==> config.mk <==
export PLATFORM = sky130hd
export DESIGN_NAME = dnr_apb_regs
export DESIGN_NICKNAME = d
export VERILOG_FILES = /design/src/rtl/dns_redirect_nat_rewriter_unit_macros.svh /design/src/rtl/dnr_pkg.sv /design/src/rtl/dnr_apb_regs.sv
export SDC_FILE = /design/constraint.sdc
export NUM_CORES = 1
export LEC_CHECK = 0
export ABC_AREA = 1
export BUFFER_PORTS_ARGS = -buffer_cell sky130_fd_sc_hd__buf_2
export CAP_MARGIN = 15
export CORE_MARGIN = 3
export CORE_UTILIZATION = 52
export DETAILED_ROUTE_END_ITERATION = 12
export GPL_TIMING_DRIVEN = 0
export PLACE_DENSITY = 0.93
export SYNTH_ARGS = -nofsm -noshare
export SYNTH_HDL_FRONTEND = slang
export SYNTH_SLANG_ARGS = --single-unit
==> constraint.sdc <==
create_clock -name i_clk -period 1.39 [get_ports i_clk]
set_input_delay 0.0695 -clock i_clk [delete_from_list [all_inputs] [get_ports i_clk]]
set_output_delay 0.0695 -clock i_clk [all_outputs]
set_load 0.005 [all_outputs]
==> src/rtl/dns_redirect_nat_rewriter_unit_macros.svh <==
// Assertion macros shared by the DNS redirect NAT rewriter modules.
// Each macro expects i_clk and i_rst_n in the scope where it is used.
`ifndef DNS_REDIRECT_NAT_REWRITER_UNIT_MACROS_SVH
`define DNS_REDIRECT_NAT_REWRITER_UNIT_MACROS_SVH

// Same-cycle implication, checked outside reset.
`define DNR_ASSERT_IMP(name, ante, cons) \
    name: assert property (@(posedge i_clk) disable iff (!i_rst_n) (ante) |-> (cons)) \
        else $error("dnr assertion failed");

// Next-cycle implication, checked outside reset.
`define DNR_ASSERT_NXT(name, ante, cons) \
    name: assert property (@(posedge i_clk) disable iff (!i_rst_n) (ante) |=> (cons)) \
        else $error("dnr assertion failed");

`endif

==> src/rtl/dnr_pkg.sv <==
// Shared types, constants and helper functions of the DNS redirect NAT rewriter.
// No dependencies; used by every module of the block.
package dnr_pkg;

    // Protocol and header constants.
    localparam logic [15:0] DNS_PORT     = 16'd53;
    localparam logic [31:0] DEFAULT_MARK = 32'h0000_0066;
    localparam logic [7:0]  PROTO_TCP    = 8'd6;
    localparam logic [7:0]  PROTO_UDP    = 8'd17;
    localparam logic [3:0]  IP_V4        = 4'd4;
    localparam logic [3:0]  MIN_IHL      = 4'd5;

    // Direction tag of an item.
    localparam logic REQ_INGRESS = 1'b0;
    localparam logic REQ_EGRESS  = 1'b1;

    // Configuration register indexes (word address on the APB port).
    typedef enum logic [1:0] {
        REG_PACKET_MARK = 2'd0,
        REG_REDIRECT_EN = 2'd1,
        REG_SERVER_IP   = 2'd2,
        REG_SERVER_PORT = 2'd3
    } t_reg_idx;

    // Configuration as seen by the datapath.
    typedef struct packed {
        logic [31:0] packet_mark;
        logic        redirect_enable;
        logic [31:0] server_ip;
        logic [15:0] server_port;
    } t_cfg;

    // One row of the flow table.
    typedef struct packed {
        logic        valid;
        logic [55:0] key_tag;
        logic [47:0] orig_server;
    } t_flow_entry;

    // Operands of one incremental checksum update.
    typedef struct packed {
        logic [15:0] hc_ip;
        logic [15:0] hc_l4;
        logic [31:0] old_ip;
        logic [31:0] new_ip;
        logic [15:0] old_port;
        logic [15:0] new_port;
    } t_csum_req;

    // Flow key: client address, client port and protocol.
    function automatic logic [55:0] flow_key(input logic [31:0] ip, input logic [15:0] port,
                                             input logic [7:0] proto);
        return {ip, port, proto};
    endfunction

    // XOR fold of the flow key into 16 bits.
    function automatic logic [15:0] flow_fold(input logic [31:0] ip, input logic [15:0] port,
                                              input logic [7:0] proto);
        return ip[31:16] ^ ip[15:0] ^ port ^ {8'h00, proto};
    endfunction

endpackage

==> src/rtl/dnr_apb_regs.sv <==
// APB configuration registers of the DNS redirect NAT rewriter.
// Depends on dnr_pkg for the register indexes and the t_cfg type.
module dnr_apb_regs (
    input  logic              i_clk,
    input  logic              i_rst_n,
    input  logic              psel,
    input  logic              penable,
    input  logic              pwrite,
    input  logic [3:0]        paddr,
    input  logic [31:0]       pwdata,
    output logic [31:0]       prdata,
    output logic              pready,
    output dnr_pkg::t_cfg     o_cfg
);

    dnr_pkg::t_cfg r_cfg;
    logic          w_wr;

    assign pready = 1'b1;
    assign w_wr   = psel && penable && pwrite;
    assign o_cfg  = r_cfg;

    // Register writes on the access phase.
    always_ff @(posedge i_clk) begin
        if (!i_rst_n) begin
            r_cfg.packet_mark     <= dnr_pkg::DEFAULT_MARK;
            r_cfg.redirect_enable <= 1'b0;
            r_cfg.server_ip       <= 32'd0;
            r_cfg.server_port     <= 16'd0;
        end else if (w_wr) begin
            case (dnr_pkg::t_reg_idx'(paddr[3:2]))
                dnr_pkg::REG_PACKET_MARK: r_cfg.packet_mark     <= pwdata;
                dnr_pkg::REG_REDIRECT_EN: r_cfg.redirect_enable <= pwdata[0];
                dnr_pkg::REG_SERVER_IP:   r_cfg.server_ip       <= pwdata;
                dnr_pkg::REG_SERVER_PORT: r_cfg.server_port     <= pwdata[15:0];
                default: ;
            endcase
        end
    end

    // Read-back multiplexer.
    always_comb begin
        case (dnr_pkg::t_reg_idx'(paddr[3:2]))
            dnr_pkg::REG_PACKET_MARK: prdata = r_cfg.packet_mark;
            dnr_pkg::REG_REDIRECT_EN: prdata = {31'd0, r_cfg.redirect_enable};
            dnr_pkg::REG_SERVER_IP:   prdata = r_cfg.server_ip;
            dnr_pkg::REG_SERVER_PORT: prdata = {16'd0, r_cfg.server_port};
            default:                  prdata = 32'd0;
        endcase
    end

endmodule

# Word level (Yosys, flattened, before mapping)
# Cells that the tools add are included.
# word_totals
latch_bits	0
register_bits	81
mem_bits_rw	0
out_inout_bits	114
memories	0
in_bits	41
rom_bits	0
# op_classes
n_mul	0
mux	1
n_reduce_logical	7
addsub	0
eq_ne	3
n_div	0
shifts	0
magnitude_cmp	0
bitwise	0
# op_table
operator	n
$pmux 32 s4	1
$reduce_and 2->1	4
$eq 2x2->1 const B	2
$eq 2x1->1 const B	1
$logic_and 1x1->1	2
$logic_not 2->1	1

# Depth between registers and ports, before layout
# logic_depth
ltp_word	3
depth_mapped	7

# Worst setup path before layout
# OpenSTA, ideal clock, no wires.
# synth_timing
path_kind	input -> register
startpoint	input port psel
endpoint	register r_cfg (netlist bit o_cfg[49])
stages	7
setup_slack_ps	613
t_arrival_ps	664
cell_sequence	nand2_1 -> nor2_4 -> buf_6 -> buf_6 -> nand3_1 -> nand2_1 -> nor2_1
# synth_via
elab_chain_cells	3
# synth_rtl
item	line	source
start, declared	dnr_apb_regs.sv:6	input logic psel,
$logic_and 1x1->1 (2 in a row)	dnr_apb_regs.sv:20	assign w_wr = psel && penable && pwrite;
$reduce_and 2->1 (no source line)	n/a	
end, declared	dnr_apb_regs.sv:16	dnr_pkg::t_cfg r_cfg;
# No other way between the ends.
# A chain may end at the register's enable or synchronous reset.

# Worst setup path after layout
# layout_timing
startpoint	input port paddr[3]
endpoint	output port prdata[0]
# layout_via
elab_chain_cells	2
# layout_rtl
item	line	source
start, declared	dnr_apb_regs.sv:9	input logic [3:0] paddr,
$eq 2x2->1, or another cell as far along	dnr_apb_regs.sv:43	case (dnr_pkg::t_reg_idx'(paddr[3:2]))
$pmux 32 s4 (*)	dnr_apb_regs.sv:43	
end, declared	dnr_apb_regs.sv:11	output logic [31:0] prdata,
# Mark *: on every way between the ends. The rest lies on a longest branch, timed or not.

==> flow_metrics.tcl <==
set metrics [dict create \
    status "complete, no violations" \
    finalMaxSlewViolations 0 \
    gr-total-overflow 0 \
    crit_chain "buf_2, inv_2, nor2_4, buf_4, nand2_1, nand4_1, buf_2" \
    yosysSeqAreaShare 0.423 \
    vias 4436 \
    netlist_area_um2 3840 \
    critPathLaunchType "input port" \
    cts_tree "done" \
    drt_iter0_drc 383 \
    clock-root-buffer "clkbuf_8" \
    relSlewSlack 0.634 \
    numCtsBuffers 9 \
    htreeDepth 3 \
    antenna_cells 0 \
    power_mw 4.75 \
    final_nets 778 \
    grt.total_usage 0.299 \
    dieHeight_um 91.9 \
    setup_viol 0 \
    place_hpwl_mm 8.96 \
    r2r_start "o_cfg[77]" \
    critical-path-top-delay-family "buffers and inverters" \
    synth_fp_nets 613 \
    grt_start_max_net_pins 14 \
    max-vdd-ir-drop_v 0.000570 \
    grt_use_met2 0.512 \
    place.gp.congestion 0.880 \
    drive_gt1_frac 0.280 \
    clk_pin_slew_ps 80 \
    worstMarginPinSlew_ps 549 \
    dieArea_um2 8450 \
    crit_path_end_kind "output port" \
    antenna_found_initial 0 \
    synthToLayoutAreaGrowth_pct 28.9 \
    hold_violations 0 \
    grt_pass1_wl_mm 20.3 \
    hold_start "i_rst_n" \
    required_ps 1320 \
    die-width_um 91.9 \
    met1_usage 0.371 \
    total_leakage_power_nw 2.62 \
    syn_inst 572 \
    nFillCells 624 \
    min_path_type "input port to flop" \
    final_area_um2 4950 \
    largest_reg_flops 81 \
    r2r_setup_slack_ps 750 \
    max_stage_delay_ps 280 \
    cp-startpoint "paddr[3]" \
    grt_setup_unrepaired "no" \
    synth_seq_cells 81 \
    finalWirelength_mm 12.6 \
    first_pass_iters 5 \
    io_pins 155 \
    syn_area_per_cell_um2 6.71 \
    crit_arrival_ps 1130 \
    clock_sinks 81 \
    viasPerCell 5.29 \
    antenna_violating_nets_post_route 0 \
    core-area_um2 6980 \
    dpl_cell_area_um2 4710 \
    cts.path.max_buffers 2 \
    grt_pass1_vias 4174 \
    grtUsageMet3 0.0656 \
    clock.fmax_mhz 834 \
    path_max_fanout 10 \
    maxCapViolations 0 \
    drc_errors 0 \
    grt_busiest_layer "met2" \
    period_needed_ps 1200 \
    ys_types 19 \
    clk_latency_ps 340 \
    crit_buf_inv 4 \
    fin_setup_tns_ps 0 \
    yosys_warnings 0 \
    row_count 30 \
    crit_path_top_delay_cell "buf_4" \
    path_common_cell "buf_2" \
    critPathKind "input port to output port" \
    period_share 0.862 \
    powerDensity_nw_per_um2 961 \
    start_util 0.550 \
    wl_per_cell_um 15.1 \
    finalClockSkew_ps 0 \
    io_buffers 150 \
]
==> worst min-delay path, stage by stage <==
cell and delay (ps):
buf_2 170, nand2_1 90, nor2_1 30
==> where the power goes <==
group	leakage, nW	internal, mW	switching, mW
registers	0.656	2.37	0.0421
logic	1.87	0.230	0.375
clock network	0.0888	0.881	0.856
==> per-layer routing <==
| layer | part of all wire | vias to the layer above | wire (um) |
|---|---|---|---|
| met1 | 0.40 | 2017 | 5010 |
| li1 | - | 2119 | - |
| met3 | 0.11 | 23 | 1330 |
| met4 | 0.019 | 0 | 235 |
| met5 | 0 | - | 0 |
| met2 | 0.48 | 277 | 6050 |
==> kinds of logic after synthesis <==
family	synth area share
other	0.000977
AO/OA/AOI/OAI	0.0378
flip-flops	0.423
buffers and inverters	0.105
AND/OR/NAND/NOR	0.434
==> area by class of cell <==
| type | count | area, um^2 | share of cell area |
|---|---|---|---|
| plain buffers | 40 | 269 | 0.0544 |
| clock buffers | 12 | 145 | 0.0293 |
| clock inverters | 4 | 52.6 | 0.0106 |
| inverters | 36 | 135 | 0.0273 |
| multi-input cells | 415 | 1810 | 0.366 |
| flip-flops and latches | 81 | 1620 | 0.328 |
| well taps | 96 | 120 | 0.0243 |
| repair buffers | 154 | 791 | 0.160 |
==> layout by cell type (no fill, tap or decap), types with 2 or more instances in the layout <==
cell type	count
dfxtp_1	81
dlygate4sd3_1	4
nor2_2	2
nor2_1	154
buf_2	163
nand3_1	96
buf_1	7
nor2_4	4
inv_2	4
nand2_1	138
inv_1	32
a22o_1	16
clkinvlp_4	3
clkbuf_1	3
clkbuf_8	10
buf_6	9
buf_4	9
==> stage by stage <==
step / utilization / cells / hold WS [ps] / worst slack [ps]
floorplan: - / 572 / 196 / 613
global placement: 0.674 / 818 / 310 / 100
detailed placement: 0.674 / 818 / 319 / 69.9
CTS: 0.708 / 838 / 39.7 / 67.0
global route: 0.709 / 838 / 56.6 / 114
finish: 0.709 / 838 / 48.8 / 191
==> worst paths after layout <==
kind                                   to  cells after the start
worst min-delay path            o_cfg[69]                      3
worst max register to register  o_cfg[77]                      2
worst max-delay path            prdata[0]                      7
worst min register to register  o_cfg[37]                      2
==> what timing repair did <==
action	in CTS	in global routing
gates resized for setup	0	2
setup buffers	0	0
endpoints found under the setup margin	0	10
endpoints found under the hold margin	4	0
hold buffers	4	0
==> Yosys cell counts, drive strengths merged <==
library cell  instances  area share
nor2                160        0.17
nand2               139        0.14
nand3                97        0.13
dfxtp                81        0.42
buf                  38       0.068
inv                  36       0.035
a22o                 16       0.037
clkbuf                2      0.0020
a21oi                 1      0.0013
conb                  1     0.00098
nand4                 1      0.0016
Note: power is estimated with default switching activity, not from simulation.
