==> src/rtl/dns_redirect_nat_rewriter_unit_macros.svh <==
// Assertion macros shared by the DNS redirect NAT rewriter modules.
// Each macro expects i_clk and i_rst_n in the scope where it is used.
`ifndef DNS_REDIRECT_NAT_REWRITER_UNIT_MACROS_SVH
`define DNS_REDIRECT_NAT_REWRITER_UNIT_MACROS_SVH

// Same-cycle implication, checked outside reset.
`define DNR_ASSERT_IMP(name, ante, cons) \
    name: assert property (@(posedge i_clk) disable iff (!i_rst_n) (ante) |-> (cons)) \
        else $error("dnr assertion failed");

// Next-cycle implication, checked outside reset.
`define DNR_ASSERT_NXT(name, ante, cons) \
    name: assert property (@(posedge i_clk) disable iff (!i_rst_n) (ante) |=> (cons)) \
        else $error("dnr assertion failed");

`endif

==> src/rtl/dnr_pkg.sv <==
// Shared types, constants and helper functions of the DNS redirect NAT rewriter.
// No dependencies; used by every module of the block.
package dnr_pkg;

    // Protocol and header constants.
    localparam logic [15:0] DNS_PORT     = 16'd53;
    localparam logic [31:0] DEFAULT_MARK = 32'h0000_0066;
    localparam logic [7:0]  PROTO_TCP    = 8'd6;
    localparam logic [7:0]  PROTO_UDP    = 8'd17;
    localparam logic [3:0]  IP_V4        = 4'd4;
    localparam logic [3:0]  MIN_IHL      = 4'd5;

    // Direction tag of an item.
    localparam logic REQ_INGRESS = 1'b0;
    localparam logic REQ_EGRESS  = 1'b1;

    // Configuration register indexes (word address on the APB port).
    typedef enum logic [1:0] {
        REG_PACKET_MARK = 2'd0,
        REG_REDIRECT_EN = 2'd1,
        REG_SERVER_IP   = 2'd2,
        REG_SERVER_PORT = 2'd3
    } t_reg_idx;

    // Configuration as seen by the datapath.
    typedef struct packed {
        logic [31:0] packet_mark;
        logic        redirect_enable;
        logic [31:0] server_ip;
        logic [15:0] server_port;
    } t_cfg;

    // One row of the flow table.
    typedef struct packed {
        logic        valid;
        logic [55:0] key_tag;
        logic [47:0] orig_server;
    } t_flow_entry;

    // Operands of one incremental checksum update.
    typedef struct packed {
        logic [15:0] hc_ip;
        logic [15:0] hc_l4;
        logic [31:0] old_ip;
        logic [31:0] new_ip;
        logic [15:0] old_port;
        logic [15:0] new_port;
    } t_csum_req;

    // Flow key: client address, client port and protocol.
    function automatic logic [55:0] flow_key(input logic [31:0] ip, input logic [15:0] port,
                                             input logic [7:0] proto);
        return {ip, port, proto};
    endfunction

    // XOR fold of the flow key into 16 bits.
    function automatic logic [15:0] flow_fold(input logic [31:0] ip, input logic [15:0] port,
                                              input logic [7:0] proto);
        return ip[31:16] ^ ip[15:0] ^ port ^ {8'h00, proto};
    endfunction

endpackage

==> src/rtl/dnr_csum.sv <==
// Incremental IP and L4 checksum update (HC' = ~(~HC + ~m + m')), two stages.
// Depends on dnr_pkg for t_csum_req; results follow the operands in the next cycle.
module dnr_csum (
    input  logic                i_clk,
    input  dnr_pkg::t_csum_req  i_req,
    output logic [15:0]         o_ip_csum,
    output logic [15:0]         o_l4_csum
);

    logic [15:0] w_nhc_ip;
    logic [15:0] w_nhc_l4;
    logic [15:0] w_nold_hi;
    logic [15:0] w_nold_lo;
    logic [15:0] w_nold_port;
    logic [18:0] w_addr_part;
    logic [18:0] r_ip_sum;
    logic [18:0] r_l4_sum;
    logic [16:0] w_ip_f1;
    logic [16:0] w_ip_f2;
    logic [16:0] w_l4_f1;
    logic [16:0] w_l4_f2;

    assign w_nhc_ip    = ~i_req.hc_ip;
    assign w_nhc_l4    = ~i_req.hc_l4;
    assign w_nold_hi   = ~i_req.old_ip[31:16];
    assign w_nold_lo   = ~i_req.old_ip[15:0];
    assign w_nold_port = ~i_req.old_port;

    // Address contribution is shared by both sums.
    assign w_addr_part = 19'(w_nold_hi) + 19'(w_nold_lo)
                       + 19'(i_req.new_ip[31:16]) + 19'(i_req.new_ip[15:0]);

    // Stage one: unfolded one's-complement sums.
    always_ff @(posedge i_clk) begin
        r_ip_sum <= 19'(w_nhc_ip) + w_addr_part;
        r_l4_sum <= 19'(w_nhc_l4) + w_addr_part + 19'(w_nold_port) + 19'(i_req.new_port);
    end

    // Stage two: fold the carries twice and complement.
    assign w_ip_f1   = 17'(r_ip_sum[15:0]) + 17'(r_ip_sum[18:16]);
    assign w_ip_f2   = 17'(w_ip_f1[15:0]) + 17'(w_ip_f1[16]);
    assign w_l4_f1   = 17'(r_l4_sum[15:0]) + 17'(r_l4_sum[18:16]);
    assign w_l4_f2   = 17'(w_l4_f1[15:0]) + 17'(w_l4_f1[16]);
    assign o_ip_csum = ~w_ip_f2[15:0];
    assign o_l4_csum = ~w_l4_f2[15:0];

endmodule

==> config.mk <==
export PLATFORM = sky130hd
export DESIGN_NAME = dnr_csum
export DESIGN_NICKNAME = d
export VERILOG_FILES = /design/src/rtl/dns_redirect_nat_rewriter_unit_macros.svh /design/src/rtl/dnr_pkg.sv /design/src/rtl/dnr_csum.sv
export SDC_FILE = /design/constraint.sdc
export NUM_CORES = 1
export LEC_CHECK = 0
export CAP_MARGIN = 20
export CELL_PAD_IN_SITES_DETAIL_PLACEMENT = 0
export CELL_PAD_IN_SITES_GLOBAL_PLACEMENT = 1
export CORE_MARGIN = 2
export CORE_UTILIZATION = 40
export CTS_BUF_LIST = sky130_fd_sc_hd__clkbuf_8 sky130_fd_sc_hd__clkbuf_16
export CTS_CLUSTER_DIAMETER = 80
export DETAILED_ROUTE_END_ITERATION = 12
export DONT_BUFFER_PORTS = 1
export PLACE_DENSITY = 0.67
export SLEW_MARGIN = 20
export SYNTH_ARGS = -nofsm -noshare
export SYNTH_HDL_FRONTEND = slang
export SYNTH_SLANG_ARGS = --single-unit
==> constraint.sdc <==
create_clock -name i_clk -period 17.9 [get_ports i_clk]
set_input_delay 3.58 -clock i_clk [delete_from_list [all_inputs] [get_ports i_clk]]
set_output_delay 3.58 -clock i_clk [all_outputs]
set_load 0.05 [all_outputs]
# Yosys cells after proc, flatten, opt, wreduce, memory -nomap -nowiden

Index checks and enable logic that the tools add are counted.

Input bits: 129
Logic and storage cells: 20
Flip-flop bits (word level): 38
Memories kept: 0
Bits in writable memories: 0
ROM bits: 0
Output and inout bits: 32
Latch bits: 0

Order comparisons: 0
Eq/ne operators: 0
$mul: 0
Reduce and logical (&&, ||, !) cells: 0
Add/subtract/negate cells: 11
Div/mod/pow operators: 0
Multiplexer cells: 0
Bitwise operators: 7
Shift operators: 0

Operators with widths:

| cell                    | count |
|---|---|
| inverter 16 bit         | 7 |
| adder 16 x 19 -> 19 bit | 2 |
| adder 19 x 16 -> 19 bit | 2 |
| adder 16 x 3 -> 17 bit  | 2 |
| adder 16 x 1 -> 16 bit  | 2 |
| adder 18 x 16 -> 19 bit | 1 |
| adder 17 x 16 -> 18 bit | 1 |
| adder 16 x 16 -> 17 bit | 1 |

# Depth between registers and ports, before layout

Word-level depth: 7
Mapped depth: 26

# Worst setup path before layout

Ideal clock, no wire load.

Path kind: input to register
From: input port i_req[39] in the netlist's numbering
To: register r_l4_sum[16]
Cell stages on the path: 20
Slack: 9.536 ns
Data required time: 17.828 ns
Path buffers: 0
Arrival: 8.293 ns
Library setup time: 0.072 ns
Path through: fa_1 > inv_1 > fa_1 > inv_1 > ha_1 > a21o_1 > or3_1 > o221a_2 > or2_2 > a21oi_1 > xnor2_1 > fa_1 > ha_1 > inv_1 > nor3_1 > nand4_1 > o21ai_1 > o311ai_0 > a21oi_1 > xor2_1

Longest elaborated chain between the ends: 4

RTL lines:

| what                                  | RTL line       | RTL |
|---|---|---|
| start, declared                       | dnr_csum.sv:5  | `input dnr_pkg::t_csum_req i_req,` |
| adder 18 x 16 -> 19 bit               | dnr_csum.sv:31 | `+ 19'(i_req.new_ip[31:16]) + 19'(i_req.new_ip[15:0]);` |
| adder 16 x 19 -> 19 bit               | dnr_csum.sv:36 | `r_l4_sum <= 19'(w_nhc_l4) + w_addr_part + 19'(w_nold_port) + 19'(i_req.new_port);` |
| adder 19 x 16 -> 19 bit (2 in series) | dnr_csum.sv:36 |  |
| end signal, assigned                  | dnr_csum.sv:36 |  |
| end, declared                         | dnr_csum.sv:17 | `logic [18:0] r_l4_sum;` |

Every way passes these cells.

# Worst setup path in the final report

Same ends and word-level chain as after synthesis.

==> impl_metrics.json <==
{
  "io_pins": 161,
  "whs_ps": 3490,
  "synth_top_family_by_area": "adder cells",
  "yosysSeqAreaShare_pct": 12.5,
  "drive_above_1_share_pct": 4.56,
  "final_common_cell": "inv_1",
  "crit_cells": 20,
  "synth_warnings": 0,
  "synth_edf_count": 0,
  "antenna_found_initial": 0,
  "ctsHoldBuffers": 0,
  "route.detailed.drc": 0,
  "syn_area_um2": 6070,
  "final_nets": 1002,
  "ant_nets": 0,
  "critPathMaxStageDelay_ps": 520,
  "cp-endpoint": "r_l4_sum[16]$_DFF_P_",
  "avgRoutedWirePerCell_um": 15.1,
  "cap_viol_max_count": 0,
  "dieArea_um2": 16200,
  "finalSetupViolations": 0,
  "vias": 4792,
  "crit_fanout": 4,
  "async_flop_share_pct": 0,
  "cts_resized": 0,
  "criticalPathCategory": "in -> reg",
  "cp.buffers_inverters": 3,
  "synth-xor-area-share_pct": 12.0,
  "cts_tree": "yes",
  "gp_congestion": 0.844,
  "yosysTopAreaCellShare_pct": 22.1,
  "cts_buffers": 5,
  "cp_top_family": "adder cells",
  "grt_max_degree": 13,
  "cts_setup_buffers": 0,
  "ys_ff_latch": 38,
  "htree_levels": 2,
  "arrival_ps": 8770,
  "path_clk_slew_ps": 50,
  "synth_area_leader_cell": "fa_1",
  "timing.fmax_mhz": 117,
  "overflow": 0,
  "grt_pass1_wl_um": 23100,
  "worst_pin_slew_ps": 1100,
  "synth_compound_area_share_pct": 15.0,
  "crit_path_start": "i_req[39]",
  "crit_required_ps": 18110,
  "placed_area_um2": 6370,
  "status": "complete, no violations",
  "via_per_inst": 5.14,
  "fillCellCount": 1548,
  "clockRootBuffer": "clkbuf_16",
  "cp-start-kind": "input pin",
  "hold_path_depth": 2,
  "grt_usage_pct": 17.7,
  "core_um2": 15000,
  "synth_fa_ha_area_share_pct": 34.9,
  "antenna_cells": 0,
  "regArea_um2": 761,
  "syn-num-nets": 987,
  "fin_crit_sh_pct": 47.8,
  "grt_pass1_vias": 4710,
  "drt-total-wl_um": 14100,
  "fp.dieH_um": 127,
  "crit_chain": "fa_1 -> inv_1 -> fa_1 -> inv_1 -> ha_1 -> a21o_1 -> or3_1 -> o221a_2 -> or2_2 -> a21oi_1 -> xnor2_1 -> fa_1 -> ha_1 -> inv_1 -> nor3_1 -> nand4_1 -> o21ai_1 -> o311ai_0 -> a21oi_1 -> xor2_1",
  "yosysUniqueCellTypes": 65,
  "end_kind": "flop",
  "syn_inst": 729,
  "yosys.area_share.simple_pct": 15.0,
  "hold_viol_final": 0,
  "min_path_type": "in -> reg",
  "dr.pass1.iters": 5,
  "synthMuxAreaShare_pct": 0.165,
  "layout_common_cells": "inv_1 (159), fa_1 (67), ha_1 (62)",
  "multi_input_area_um2": 4670,
  "rsz0062_at_grt": "false",
  "start_util_pct": 40.4,
  "fin_tns_setup_ps": 0,
  "cts.sinks": 38,
  "cts.path.max_buffers": 2,
  "final_area_um2": 6520,
  "drtIter0Drc": 262,
  "port_buffers": 0,
  "slowest_stage": "fa_1",
  "maxSlewViolCount": 0,
  "std_cell_rows": 45,
  "place_hpwl_um": 12800,
  "yosys-top-cells-area": "fa_1 (22%), ha_1 (13%), dfxtp_1 (13%), inv_1 (9.8%), xnor2_1 (7.5%)",
  "area_delta_synth_final_pct": 7.53,
  "fp.dieW_um": 127,
  "avgSynthCellArea_um2": 8.32,
  "ys.flop_type": "dfxtp_1",
  "min_period_ps": 8560,
  "timing.slew.headroom_pct": 26.4
}
[metrics by stage]
stage / instances / setup slack, ps / utilization [%]
final: 933 / 9340 / 43.4
after global routing: 933 / 8800 / 43.4
after CTS: 933 / 9300 / 43.4
after detailed placement: 925 / 9020 / 42.4
after global placement: 925 / 9190 / 42.4
after floorplan: 729 / 9540 / -
[cells in the mapped netlist (10+ instances only)]
master	count
inv_1	159
fa_1	67
ha_1	62
xnor2_1	52
a21oi_1	41
nand2_1	41
dfxtp_1	38
nor2_1	34
xor2_1	31
o21ai_0	19
a21o_1	16
nand3_1	13
o21ai_1	12
nor3_1	11
nand4_1	10
[final cells by class]
class,count,share of cell area [%]
multi-input combinational,526,71.7
sequential,38,11.7
inverter,159,9.15
tap,188,3.61
clock buffer,6,2.13
timing repair buffer,14,1.61
clock inverter,2,0.192
[flip-flops by register name (all words and copies together) (netlist names)]
name and count:
r_l4_sum 19, r_ip_sum 19
[cells by family (layout without fill, tap and decap cells)]
logic type	Yosys count	after routing
and+or+nand+nor	172	172
buffers and inverters	165	181
AOI/OAI and AO/OA	141	141
adders and majority gates	129	129
xor gates and xnor gates	83	83
DFF	38	38
muxes	1	1
[worst min-delay path by stage]
| stage | from | end |
|---|---|---|
| 4_1_cts | i_req[112] | r_ip_sum[0]$_DFF_P_ |
| 6_report | i_req[112] | r_ip_sum[0]$_DFF_P_ |
| 2_1_floorplan | i_req[112] | r_ip_sum[0]$_DFF_P_ |
| 3_3_place_gp | i_req[112] | r_ip_sum[0]$_DFF_P_ |
| 3_5_place_dp | i_req[112] | r_ip_sum[0]$_DFF_P_ |
| 5_1_grt | i_req[112] | r_ip_sum[0]$_DFF_P_ |
[routing by layer]
metal  track usage, %  vias to the layer above  part of all wire [%]
met5                0                        -                     0
met4             4.52                        0                   1.4
met3             1.51                       11                   4.0
met2             29.4                      151                    45
met1             25.0                     2202                    49
li1                 -                     2428                     -
Power is left out: the tool's default activity adds up to more than one toggle a clock period on the data nets, which glitch-free logic cannot reach.
