## src/rtl/dns_redirect_nat_rewriter_unit_macros.svh

```systemverilog
// Assertion macros shared by the DNS redirect NAT rewriter modules.
// Each macro expects i_clk and i_rst_n in the scope where it is used.
`ifndef DNS_REDIRECT_NAT_REWRITER_UNIT_MACROS_SVH
`define DNS_REDIRECT_NAT_REWRITER_UNIT_MACROS_SVH

// Same-cycle implication, checked outside reset.
`define DNR_ASSERT_IMP(name, ante, cons) \
    name: assert property (@(posedge i_clk) disable iff (!i_rst_n) (ante) |-> (cons)) \
        else $error("dnr assertion failed");

// Next-cycle implication, checked outside reset.
`define DNR_ASSERT_NXT(name, ante, cons) \
    name: assert property (@(posedge i_clk) disable iff (!i_rst_n) (ante) |=> (cons)) \
        else $error("dnr assertion failed");

`endif

```

## src/rtl/dnr_pkg.sv

```systemverilog
// Shared types, constants and helper functions of the DNS redirect NAT rewriter.
// No dependencies; used by every module of the block.
package dnr_pkg;

    // Protocol and header constants.
    localparam logic [15:0] DNS_PORT     = 16'd53;
    localparam logic [31:0] DEFAULT_MARK = 32'h0000_0066;
    localparam logic [7:0]  PROTO_TCP    = 8'd6;
    localparam logic [7:0]  PROTO_UDP    = 8'd17;
    localparam logic [3:0]  IP_V4        = 4'd4;
    localparam logic [3:0]  MIN_IHL      = 4'd5;

    // Direction tag of an item.
    localparam logic REQ_INGRESS = 1'b0;
    localparam logic REQ_EGRESS  = 1'b1;

    // Configuration register indexes (word address on the APB port).
    typedef enum logic [1:0] {
        REG_PACKET_MARK = 2'd0,
        REG_REDIRECT_EN = 2'd1,
        REG_SERVER_IP   = 2'd2,
        REG_SERVER_PORT = 2'd3
    } t_reg_idx;

    // Configuration as seen by the datapath.
    typedef struct packed {
        logic [31:0] packet_mark;
        logic        redirect_enable;
        logic [31:0] server_ip;
        logic [15:0] server_port;
    } t_cfg;

    // One row of the flow table.
    typedef struct packed {
        logic        valid;
        logic [55:0] key_tag;
        logic [47:0] orig_server;
    } t_flow_entry;

    // Operands of one incremental checksum update.
    typedef struct packed {
        logic [15:0] hc_ip;
        logic [15:0] hc_l4;
        logic [31:0] old_ip;
        logic [31:0] new_ip;
        logic [15:0] old_port;
        logic [15:0] new_port;
    } t_csum_req;

    // Flow key: client address, client port and protocol.
    function automatic logic [55:0] flow_key(input logic [31:0] ip, input logic [15:0] port,
                                             input logic [7:0] proto);
        return {ip, port, proto};
    endfunction

    // XOR fold of the flow key into 16 bits.
    function automatic logic [15:0] flow_fold(input logic [31:0] ip, input logic [15:0] port,
                                              input logic [7:0] proto);
        return ip[31:16] ^ ip[15:0] ^ port ^ {8'h00, proto};
    endfunction

endpackage

```

## src/rtl/dnr_flow_hash.sv

```systemverilog
// Flow table index pipeline: XOR fold of the key, then modulo the table depth.
// Depends on dnr_pkg for the fold function; the index follows the quotient and remainder registers.
module dnr_flow_hash #(
    parameter int FLOW_ENTRIES = 1024
) (
    input  logic                            i_clk,
    input  logic [31:0]                     i_key_ip,
    input  logic [15:0]                     i_key_port,
    input  logic [7:0]                      i_key_proto,
    output logic [$clog2(FLOW_ENTRIES)-1:0] o_idx
);

    localparam int          IDX_W   = $clog2(FLOW_ENTRIES);
    localparam logic [32:0] RECIP   = 33'((64'd1 << 32) / 64'(FLOW_ENTRIES));
    localparam logic [32:0] ENT_W33 = 33'(FLOW_ENTRIES);
    localparam logic [IDX_W:0] ENT_R = (IDX_W + 1)'(FLOW_ENTRIES);

    logic [15:0]    w_h;
    logic [48:0]    w_prod;
    logic [15:0]    r_h1;
    logic [15:0]    r_q;
    logic [32:0]    w_qn;
    logic [32:0]    w_diff;
    logic [IDX_W:0] r_r0;
    logic [IDX_W:0] w_r1;

    assign w_h = dnr_pkg::flow_fold(i_key_ip, i_key_port, i_key_proto);

    // Stage one: quotient estimate by reciprocal multiply, low by at most one.
    assign w_prod = 49'(w_h) * 49'(RECIP);

    always_ff @(posedge i_clk) begin
        r_h1 <= w_h;
        r_q  <= w_prod[47:32];
    end

    // Stage two: remainder estimate, below twice the depth.
    assign w_qn   = 33'(r_q) * ENT_W33;
    assign w_diff = 33'(r_h1) - w_qn;

    always_ff @(posedge i_clk) begin
        r_r0 <= w_diff[IDX_W:0];
    end

    // One conditional subtract finishes the modulo.
    assign w_r1  = (r_r0 >= ENT_R) ? (r_r0 - ENT_R) : r_r0;
    assign o_idx = w_r1[IDX_W-1:0];

endmodule

```

## config.mk

```make
export PLATFORM = sky130hd
export DESIGN_NAME = dnr_flow_hash
export DESIGN_NICKNAME = d
export VERILOG_FILES = /design/src/rtl/dns_redirect_nat_rewriter_unit_macros.svh /design/src/rtl/dnr_pkg.sv /design/src/rtl/dnr_flow_hash.sv
export SDC_FILE = /design/constraint.sdc
export NUM_CORES = 1
export LEC_CHECK = 0
export BUFFER_PORTS_ARGS = -buffer_cell sky130_fd_sc_hd__buf_2
export CELL_PAD_IN_SITES_DETAIL_PLACEMENT = 1
export CELL_PAD_IN_SITES_GLOBAL_PLACEMENT = 1
export CORE_MARGIN = 4
export CORE_UTILIZATION = 21
export CTS_CLUSTER_SIZE = 12
export DETAILED_ROUTE_END_ITERATION = 12
export GPL_ROUTABILITY_DRIVEN = 0
export PLACE_DENSITY = 0.81
export REMOVE_ABC_BUFFERS = 1
export SLEW_MARGIN = 0
export SYNTH_ARGS = -nofsm -noshare
export SYNTH_HDL_FRONTEND = slang
export SYNTH_SLANG_ARGS = --single-unit
```

## constraint.sdc

```tcl
create_clock -name i_clk -period 0.8 [get_ports i_clk]
set_clock_uncertainty 0.1 [all_clocks]
set_input_delay 0.24 -clock i_clk [delete_from_list [all_inputs] [get_ports i_clk]]
set_output_delay 0.24 -clock i_clk [all_outputs]
set_load 0.01 [all_outputs]
```

; ---- After elaboration in Yosys (flattened, before gate mapping)
; Index checks and enable logic that the tools add are counted.
[classes]
n_addsub = 2
n_mul = 0
div_mod_pow = 0
order_cmp = 1
eq_ne = 0
n_shift = 0
mux = 1
bitwise_logic = 3
n_reduce_logical = 0
[op_table]
columns = op, count
row1 = $xor 11x11->11, 2
row2 = $ge 11x11->1 const B, 1
row3 = $sub 11x11->11, 1
row4 = $xor 11x8->11, 1
row5 = $mux 10, 1
row6 = $sub 10x1->10 const B, 1
[word_totals]
register_bits = 23
latchBits = 0
ramBits = 0
rom_bits = 0
in_bits = 57
output_inout_bits = 10
wordCells = 10
n_memories = 0

; ---- Logic depth before layout (Yosys ltp)
; Gate-level depths: netlist (run 1).
[logic_depth]
ltp_word = 3
ltp_mapped = 2
depth_no_buf = 2

; ---- Least setup slack after synthesis (run 1)
; OpenSTA, ideal clock, no wires.
[synth_path]
path_type = input port to flip-flop
from = input port i_key_port[0]
to = register r_h1[0]
setup_time_ps = 120
arrival_time_ps = 498
required_time_ps = 580
path_slack_ps = 81
path_stages = 2
n_path_buf = 0
cell_sequence = xor2_1 > xnor2_1
[synth_via]
elab_chain_len = 2
[synth_lines]
columns = element, line
row1 = "start, declared", dnr_flow_hash.sv:8  ; input logic [15:0] i_key_port,
row2 = $xor 11x11->11, dnr_pkg.sv:59  ; return ip[31:16] ^ ip[15:0] ^ port ^ {8'h00, proto};
row3 = $xor 11x8->11, dnr_pkg.sv:59
row4 = net w_h[0], dnr_flow_hash.sv:18  ; logic [15:0] w_h;
row5 = "end signal, assigned", dnr_flow_hash.sv:33  ; r_h1 <= w_h;
row6 = "end, declared", dnr_flow_hash.sv:20  ; logic [15:0] r_h1;
; The timed path passes the listed nets, and every way through them passes these cells.

; ---- Worst setup path in the final report (run 1)
[layout_path]
from = register r_r0[8]
to = output port o_idx[8]
[layout_via]
elab_chain_len = 2
word_cells_on_any_way = 3
classes_between = 1 x add/sub / 1 x order compare / 1 x mux
[layout_lines]
columns = element, line
row1 = "start, declared", dnr_flow_hash.sv:24  ; logic [IDX_W:0] r_r0;
row2 = "start signal, assigned", dnr_flow_hash.sv:42  ; r_r0 <= w_diff[IDX_W:0];
row3 = $sub 10x1->10 or $ge 11x11->1 (tied branches), dnr_flow_hash.sv:46  ; assign w_r1 = (r_r0 >= ENT_R) ? (r_r0 - ENT_R) : r_r0;
row4 = $mux 10 (*), dnr_flow_hash.sv:46
row5 = "end, declared", dnr_flow_hash.sv:10  ; output logic [$clog2(FLOW_ENTRIES)-1:0] o_idx
; Every way passes the cells marked *; elsewhere a longest branch is shown, timed or not.

==> results.md, run 1 <==
* Hpwl dp at 1.26 mm
* WHS Endpoint: r_h1[8]
* Reg clk slew, reported paths at 0.10 ns
* Post-synth EDFFs at 0
* Clk_lat worst skew at 0.28 ns
* GRT Overall Usage at 7.01%
* VDD IR max at 0.556 mV
* Internal reg-to-reg setup slack at 0.28 ns
* Synth top area share at 62.0%
* Maximum root-to-sink buffer count at 2
* CP Max Fanout at 1
* Vert. Die Dim at 63.4 um
* P_int at 1.64 mW
* Synthesized flop and latch total at 20
* Ys flop type: dfxtp_1
* Top cells by count, synth: dfxtp_1, xnor2_1, xor2_1
* Final hold violations at 0
* Placed cells at 127
* Area of the multi-input gates at 245 sq um
* Area after DPL at 925 sq um
* Die area at 4030 sq um
* Worst setup path startpoint: r_r0[8]
* Area contributors post-synth: dfxtp_1, xnor2_1, xor2_1
* Crit path buf inv count at 1
* Clock sinks at 20
* Net switching power at 504 uW
* Min-delay src: i_key_ip[8]
* Final setup TNS at -2.61 ns
* Largest net degree at the start of global routing at 11
* Sequential share of power at 58.1%
* I/O pin cnt at 67
* R2R depth at 0
* Layout cell share with drive strength beyond 1 at 53.5%
* Power Density at 2230 nW/um^2
* Proportion of power drawn by the clock network at 20.7%
* # fillers at 340
* Switching portion of total power at 23.6%
* Antenna fix cells at 0
* Fraction of registers with async set/reset at 0%
* Sequential area share after synthesis at 62.0%
* First-pass GRT wire length at 2.16 mm
* Max_cap viols at 0
* Remaining Overflow, GRT at 0
* Critical-path cell list: buf_6
* Pleak at 0.451 nW
* CTS H-tree depth at 1
* Via density at 3.77
* CTS Root Cell: clkbuf_4
* Yosys top cell by area: dfxtp_1
* DR DRC count at 0
* Hold Path Class: in -> reg
* Hold path cells at 2
* Vias in the first global route at 525
* Fmax at 0.937 GHz
* Cells after Synth at 48
* Synth Cell Area at 646 sq um
* IO buf count at 48
* Fin worst setup slack at -0.267 ns
* CP delay by family, top: flip-flops
* Critical Path RT at 0.46 ns
* Final Cycle Share at 133%
* Finished Cell Area at 962 sq um
* Yosys warns at 0
* CTS tree: built
* Comb power frac at 21.2%
* DR pass1 iterations at 3
* Worst slack at placement at -0.0645 ns
* Initial antenna violation count at 0
* RSZ-0062 raised after global routing: yes
* Element type at the critical path end: primary output
* Reg2reg start: r_h1[9]
* Max_slew headroom at 87.2%
* Crit path time final at 1.07 ns
* Slowest stage cell, crit path: dfxtp_2
* Reg area at 403 sq um
* Cts bufs inserted at 3
* Rows at 19
* Die X at 63.4 um
* WL/cell at 10.7 um
* Setup violators final at 10
* Vias after detailed routing at 490
* Finished Layout Cells at 130
* Outcome: finished, violations left
* Antenna-violating nets left at 0
* CP Launch Type: flop
* Total chip power at 2.14 mW
* Initial Util at 22.6%
* Final #Nets at 158
* Slowest stage delay, CP at 0.33 ns
* Avg Cell Area, Syn at 13.5 sq um
* 1st-iter DRT viols at 11
* Worst reg2reg path endpoint: r_r0[9]
* Critical path arrival at 0.73 ns
* CORE AREA at 2850 sq um
* Final Max Tran Viols at 0
* Setup Buffers After CTS at 0
* Post-Route WL at 1.39 mm
* Critical setup path kind: reg -> out
* Post-synth cell types at 3
* Area Overhead vs Synth at 49.0%
* Failing checks: negative setup slack
* Worst slew pin tran at 0.190 ns
routing by layer:
layer	vias to the layer above	routed length, um	global-route usage, %	part of all wire, %
li1	248	-	-	-
met1	215	408	6.61	29
met2	27	813	12.8	59
met3	0	164	3.20	12
met4	0	0	3.23	0
met5	-	0	0	0
state kept, by name, indices dropped and copies added (netlist names):
signal and count:
r_h1 10, r_r0 10
stage by stage:
stage,utilization [%],hold WS [ns]
after floorplan,-,0.210
after global placement,32.4,0.210
after detailed placement,32.4,0.213
after CTS,33.2,0.0164
after global routing,33.7,0.0234
final,33.7,0.0364
power by group through the flow:
stage / clock network [mW] / logic, mW / registers, mW
after floorplan: 0 / 0.158 / 1.31
after global placement: 0 / 0.429 / 1.26
after detailed placement: 0 / 0.444 / 1.26
after CTS: 0.486 / 0.445 / 1.24
after global routing: 0.523 / 0.496 / 1.26
final: 0.444 / 0.455 / 1.24
final cells by class:
class | count | area share (%)
clock buffer | 3 | 2.34
multi-input combinational | 28 | 25.5
sequential | 20 | 41.9
tap | 31 | 4.03
timing repair buffer | 48 | 26.3
worst max-delay path by stage:
| stage | to | slack, ns | cells after the start |
|---|---|---|---|
| floorplan | r_h1[0] | 0.08 | 2 |
| global placement | r_h1[1] | -0.04 | 3 |
| detailed placement | r_h1[0] | -0.06 | 3 |
| CTS | o_idx[1] | -0.30 | 1 |
| global route | o_idx[5] | -0.32 | 1 |
| finish | o_idx[8] | -0.27 | 1 |
layout by cell type, fill, tap and decap left out:
cell	instances
buf_2	46
xor2_1	8
clkbuf_4	3
dfxtp_1	18
buf_6	2
xnor2_1	20
dfxtp_2	2
logic make-up after synthesis:
family	Yosys count	synth area share, %
flip-flops	20	62.0
XOR/XNOR	28	38.0
repair_timing:
item                       CTS  global route
resized for setup            0             4
hold buffers                 0             0
setup endpoints to repair   10            10
Note: power is estimated with default switching activity, not from simulation.
==> run 2, diff against run 1 <==
--- a/config.mk
+++ b/config.mk
@@ -5,11 +5,12 @@
 export SDC_FILE = /design/constraint.sdc
 export NUM_CORES = 1
 export LEC_CHECK = 0
+export ABC_AREA = 1
 export BUFFER_PORTS_ARGS = -buffer_cell sky130_fd_sc_hd__buf_2
 export CELL_PAD_IN_SITES_DETAIL_PLACEMENT = 1
 export CELL_PAD_IN_SITES_GLOBAL_PLACEMENT = 1
 export CORE_MARGIN = 4
-export CORE_UTILIZATION = 21
+export CORE_UTILIZATION = 23
 export CTS_CLUSTER_SIZE = 12
 export DETAILED_ROUTE_END_ITERATION = 12
 export GPL_ROUTABILITY_DRIVEN = 0
==> results.md, run 2 <==
* Antenna-violating nets left at 0 (unchanged)
* Initial Util at 24.2% (+1.5 points)
* CORE AREA at 4060 sq um (+42%)
* Final Max Tran Viols at 0 (unchanged)
* Post-Route WL at 2.14 mm (+54%)
* Most common cell in the synthesized netlist: nand2_1
* Placed cells at 256 (+100%)
* Hpwl dp at 1.92 mm (+52%)
* Critical-path cell list: buf_6
* Reg clk slew, reported paths at 0.07 ns (-0.03 ns)
* RSZ-0062 raised after global routing: yes
* Rows at 23 (+4)
* Synthesized flop and latch total at 20 (unchanged)
* Area after DPL at 1280 sq um (+39%)
* Min-delay src: i_key_port[9]
* Outcome: finished, violations left
* Commonest non-fill, non-tap cell in the layout: nand2_1
* Synth top area share at 40.8% (-21 points)
* Die area at 5370 sq um (+33%)
* Worst slew pin tran at 0.136 ns (-0.0544 ns)
* I/O pin cnt at 67 (unchanged)
* Setup violators final at 10 (unchanged)
* # fillers at 550 (+62%)
* Final hold violations at 0 (unchanged)
* GRT Overall Usage at 8.24% (+1.2 points)
* Clock sinks at 20 (unchanged)
* CP Launch Type: flop
* Cells after Synth at 158 (+230%)
* CTS H-tree depth at 1 (unchanged)
* Yosys top cell by area: dfxtp_1
* Post-synth cell types at 7 (+4)
* Post-synth EDFFs at 0 (unchanged)
* Finished Cell Area at 1350 sq um (+40%)
* Cts bufs inserted at 3 (unchanged)
* Finished Layout Cells at 259 (+99%)
* Slowest stage cell, crit path: dfxtp_2
* Vert. Die Dim at 73.3 um (+16%)
* Max_cap viols at 0 (unchanged)
* Critical path arrival at 0.68 ns (-0.05 ns)
* Hold path cells at 3 (+1)
* Clk_lat worst skew at 0.25 ns (-0.03 ns)
* Critical setup path kind: reg -> out
* Biggest regs: r_h1 (10), r_r0 (10)
* Final Cycle Share at 128% (-5.6 points)
* Maximum root-to-sink buffer count at 2 (unchanged)
* Slowest stage delay, CP at 0.32 ns (about the same)
* Commonest cells after routing, fill and taps aside: nand2_1, buf_2, inv_1
* Vias after detailed routing at 992 (+100%)
* R2R depth at 0 (unchanged)
* Remaining Overflow, GRT at 0 (unchanged)
* Largest net degree at the start of global routing at 11 (unchanged)
* Pleak at 0.863 nW (+91%)
* Synth Cell Area at 981 sq um (+52%)
* Antenna fix cells at 0 (unchanged)
* Core Util, Final at 33.2% (-0.52 points)
* IO buf count at 48 (unchanged)
* VDD IR max at 0.363 mV (-35%)
* Vias in the first global route at 910 (+73%)
* Fmax at 0.978 GHz (+4.4%)
* Worst reg2reg path endpoint: r_r0[2]
* Avg Cell Area, Syn at 6.21 sq um (-54%)
* CTS tree: built
* WL/cell at 8.25 um (-23%)
* First-pass GRT wire length at 3.42 mm (+58%)
* Failing checks: negative setup slack
* Power Density at 1680 nW/um^2 (-24%)
* Critical Path RT at 0.46 ns (about the same)
* DR pass1 iterations at 2 (-1)
* Total chip power at 2.27 mW (+5.8%)
* Yosys warns at 0 (unchanged)
* Fraction of registers with async set/reset at 0% (unchanged)
* Top cells by count, synth: nand2_1, inv_1, dfxtp_1
* Hold Path Class: in -> reg
* Via density at 3.83 (+1.6%)
* DR DRC count at 0 (unchanged)
* Ys flop type: dfxtp_1
* Area Overhead vs Synth at 37.4%
* 1st-iter DRT viols at 13 (+2)
* Setup Buffers After CTS at 0 (unchanged)
* Area contributors post-synth: dfxtp_1, nand2_1, inv_1
* Fin worst setup slack at -0.222 ns (+0.0447 ns)
* Crit path buf inv count at 1 (unchanged)
* Sequential area share after synthesis at 40.8% (-21 points)
* Internal reg-to-reg setup slack at 0.30 ns (+0.02 ns)
* Crit path time final at 1.02 ns (-0.0447 ns)
* Reg2reg start: r_h1[2]
* Layout cell share with drive strength beyond 1 at 29.7% (-24 points)
* Die X at 73.3 um (+16%)
* CTS Root Cell: clkbuf_8
* CP delay by family, top: flip-flops
* WHS Endpoint: r_h1[9]
* Max_slew headroom at 90.9% (+3.7 points)
* Final #Nets at 268 (+70%)
* Initial antenna violation count at 0 (unchanged)
* CP Max Fanout at 1 (unchanged)
* Element type at the critical path end: primary output
-- run 2: how the worst max path moves through the flow --
stage | from | end | slack [ns] | depth (start not counted)
3_3_place_gp | i_key_ip[3] | r_h1[3] | -0.03 | 5
6_report | r_r0[2] | o_idx[2] | -0.22 | 1
5_1_grt | r_r0[8] | o_idx[8] | -0.26 | 1
4_1_cts | r_r0[2] | o_idx[2] | -0.25 | 1
3_5_place_dp | i_key_ip[0] | r_h1[0] | -0.06 | 5
2_1_floorplan | i_key_ip[0] | r_h1[0] | 0.12 | 4
-- run 2: cell type report --
cell class,count,area [sq um],share of cell area [%]
Clock buffer,3,41.3,3.06
Inverter,38,143,10.6
Multi-Input combinational cell,100,438,32.5
Sequential cell,20,404,30.0
Tap cell,50,62.6,4.64
Timing Repair Buffer,48,259,19.2
-- run 2: per-layer routing --
layer / routed length [um] / vias up / track usage (%)
li1: - / 543 / -
met5: 0 / - / 0
met3: 180 / 4 / 3.01
met2: 1130 / 26 / 15.7
met1: 793 / 419 / 7.76
met4: 32 / 0 / 3.62
-- run 2: report_power, final --
part / total (mW) / internal (mW) / switching [mW]
logic: 0.487 / 0.237 / 0.251
clock network: 0.623 / 0.334 / 0.289
registers: 1.16 / 1.13 / 0.0302
-- run 2: timing repair --
item | 4_1_cts | 5_1_grt
resized for setup | 2 | 4
pin swaps | 0 | 0
endpoints found under the setup margin | 10 | 10
hold buffers | 0 | 0
-- run 2: cell families (layout without fill, tap and decap cells) --
family | count (synthesis) | after routing | synth area share, %
and+or+nand+nor | 92 | 92 | 37.5
DFF | 20 | 20 | 40.8
xor gates and xnor gates | 8 | 8 | 7.14
buffers and inverters | 38 | 89 | 14.5
-- run 2: through the flow --
| step | setup WS [ns] | hold slack (ns) | setup TNS, ns |
|---|---|---|---|
| CTS | -0.249 | 0.124 | -2.37 |
| finish | -0.222 | 0.132 | -2.15 |
| detailed placement | -0.0607 | 0.213 | -0.345 |
| global route | -0.259 | 0.143 | -2.51 |
| floorplan | 0.121 | 0.210 | 0 |
| global placement | -0.0305 | 0.210 | -0.178 |
==> run 3, diff against run 2 <==
==> constraint.sdc (replaced) <==
create_clock -name i_clk -period 0.8 [get_ports i_clk]
set_clock_uncertainty 0.1 [all_clocks]
set_input_delay 0.24 -clock i_clk [delete_from_list [all_inputs] [get_ports i_clk]]
set_output_delay 0.24 -clock i_clk [all_outputs]
set_load 0.02 [all_outputs]
==> results.md, run 3 (same netlist as run 2, synthesis figures left out) <==
* Outcome: finished, violations left
* Failing checks: negative setup slack
* Area Overhead vs Synth at 42.7%
* CTS Root Cell: clkbuf_8
* CTS tree: built
* Hold Path Class: in -> reg
* DR pass1 iterations at 2 (unchanged)
* WHS at 0.131 ns (-0.00116 ns)
* Pleak at 0.877 nW (+1.6%)
* CP Launch Type: flop
* Die X at 73.3 um (unchanged)
* Slowest stage cell, crit path: dfxtp_2
* Slowest stage delay, CP at 0.32 ns (about the same)
* First-pass GRT wire length at 3.52 mm (+2.8%)
* Biggest regs: r_h1 (10), r_r0 (10)
* Crit path time final at 1.03 ns (+0.0116 ns)
* 1st-iter DRT viols at 19 (+6)
* Die area at 5370 sq um (unchanged)
* Worst slack at placement at -0.0607 ns (unchanged)
* Area of the multi-input gates at 438 sq um (unchanged)
* Clk_lat worst skew at 0.25 ns (about the same)
* I/O pin cnt at 67 (unchanged)
* Initial Util at 24.2% (unchanged)
* Maximum root-to-sink buffer count at 2 (unchanged)
* VDD IR max at 0.365 mV (+0.66%)
* Final Cycle Share at 129% (+1.4 points)
* Element type at the critical path end: primary output
* CTS H-tree depth at 1 (unchanged)
* Critical Path RT at 0.46 ns (about the same)
* Setup violators final at 10 (unchanged)
* Internal reg-to-reg setup slack at 0.29 ns (about the same)
* Power Density at 1710 nW/um^2 (+1.5%)
* CORE AREA at 4060 sq um (unchanged)
* Largest net degree at the start of global routing at 11 (unchanged)
* Setup Buffers After CTS at 0 (unchanged)
* Vias after detailed routing at 1,001 (+0.91%)
* Commonest cells after routing, fill and taps aside: nand2_1, inv_1, buf_2
* Antenna-violating nets left at 0 (unchanged)
* Hpwl dp at 1.92 mm (unchanged)
* Worst slew pin tran at 0.136 ns (unchanged)
* Post-Route WL at 2.19 mm (+2.4%)
* DR DRC count at 0 (unchanged)
* Initial antenna violation count at 0 (unchanged)
* IO buf count at 48 (unchanged)
* Crit path buf inv count at 1 (unchanged)
* Vert. Die Dim at 73.3 um (unchanged)
* CP Max Fanout at 1 (unchanged)
* Reg clk slew, reported paths at 0.07 ns (about the same)
* Layout cell share with drive strength beyond 1 at 33.0% (+3.3 points)
* Critical path arrival at 0.69 ns (about the same)
* Final #Nets at 268 (unchanged)
* Cts bufs inserted at 3 (unchanged)
* Fmax at 0.967 GHz (-1.1%)
* RSZ-0062 raised after global routing: yes
* Vias in the first global route at 931 (+2.3%)
* Via density at 3.86 (+0.91%)
* Critical-path cell list: buf_6
* WL/cell at 8.45 um (+2.4%)
* # fillers at 539 (-2.0%)
* Critical setup path kind: reg -> out
* Final Max Tran Viols at 0 (unchanged)
* Final hold violations at 0 (unchanged)
* Remaining Overflow, GRT at 0 (unchanged)
* Clock sinks at 20 (unchanged)
* Max_slew headroom at 90.9% (unchanged)
* GRT Overall Usage at 8.50% (+0.26 points)
* Reg area at 413 sq um (+2.2%)
* Commonest non-fill, non-tap cell in the layout: nand2_1
* CP delay by family, top: flip-flops
* Total chip power at 2.39 mW (+5.5%)
* Fin worst setup slack at -0.234 ns (-0.0116 ns)
* Rows at 23 (unchanged)
* Max_cap viols at 0 (unchanged)
* Antenna fix cells at 0 (unchanged)
==> run 3: where the power goes <==
group	switching, mW	leakage [nW]	internal, mW
clock network	0.290	0.0216	0.334
registers	0.0431	0.169	1.14
logic	0.298	0.686	0.289
total	0.631	0.877	1.76
==> run 3: per-stage QoR <==
step	cell area, sq um	cells	TNS [ns]	util (%)
6_report	1400	259	-2.28	34.5
5_1_grt	1400	259	-2.58	34.5
4_1_cts	1400	259	-2.45	34.5
2_1_floorplan	981	158	0	-
3_3_place_gp	1280	256	-0.178	31.6
3_5_place_dp	1280	256	-0.362	31.6
==> run 3: final cells by class <==
class                   count  share of cell area (%)
clock buffers               3                    2.95
inverters                  38                    10.2
multi-input cells         100                    31.3
well taps                  50                    4.47
flip-flops and latches     20                    29.5
repair buffers             48                    21.6
==> run 3: what timing repair did <==
item,in CTS,in global routing
hold buffers,0,0
setup endpoints to repair,10,10
resized for setup,30,0
==> run 3: worst paths after layout <==
check	from	endpoint	depth (start not counted)
min	i_key_port[9]	r_h1[9]	3
min reg2reg	r_h1[0]	r_r0[0]	0
max reg2reg	r_h1[4]	r_r0[4]	0
max	r_r0[2]	o_idx[2]	1
==> run 3: per-layer routing <==
layer / vias up / share of wire [%] / GRT usage [%]
met5: - / 0 / 0
met4: 0 / 1.5 / 3.62
met3: 4 / 7.9 / 3.01
met2: 26 / 53 / 15.8
met1: 428 / 38 / 8.44
li1: 543 / - / -
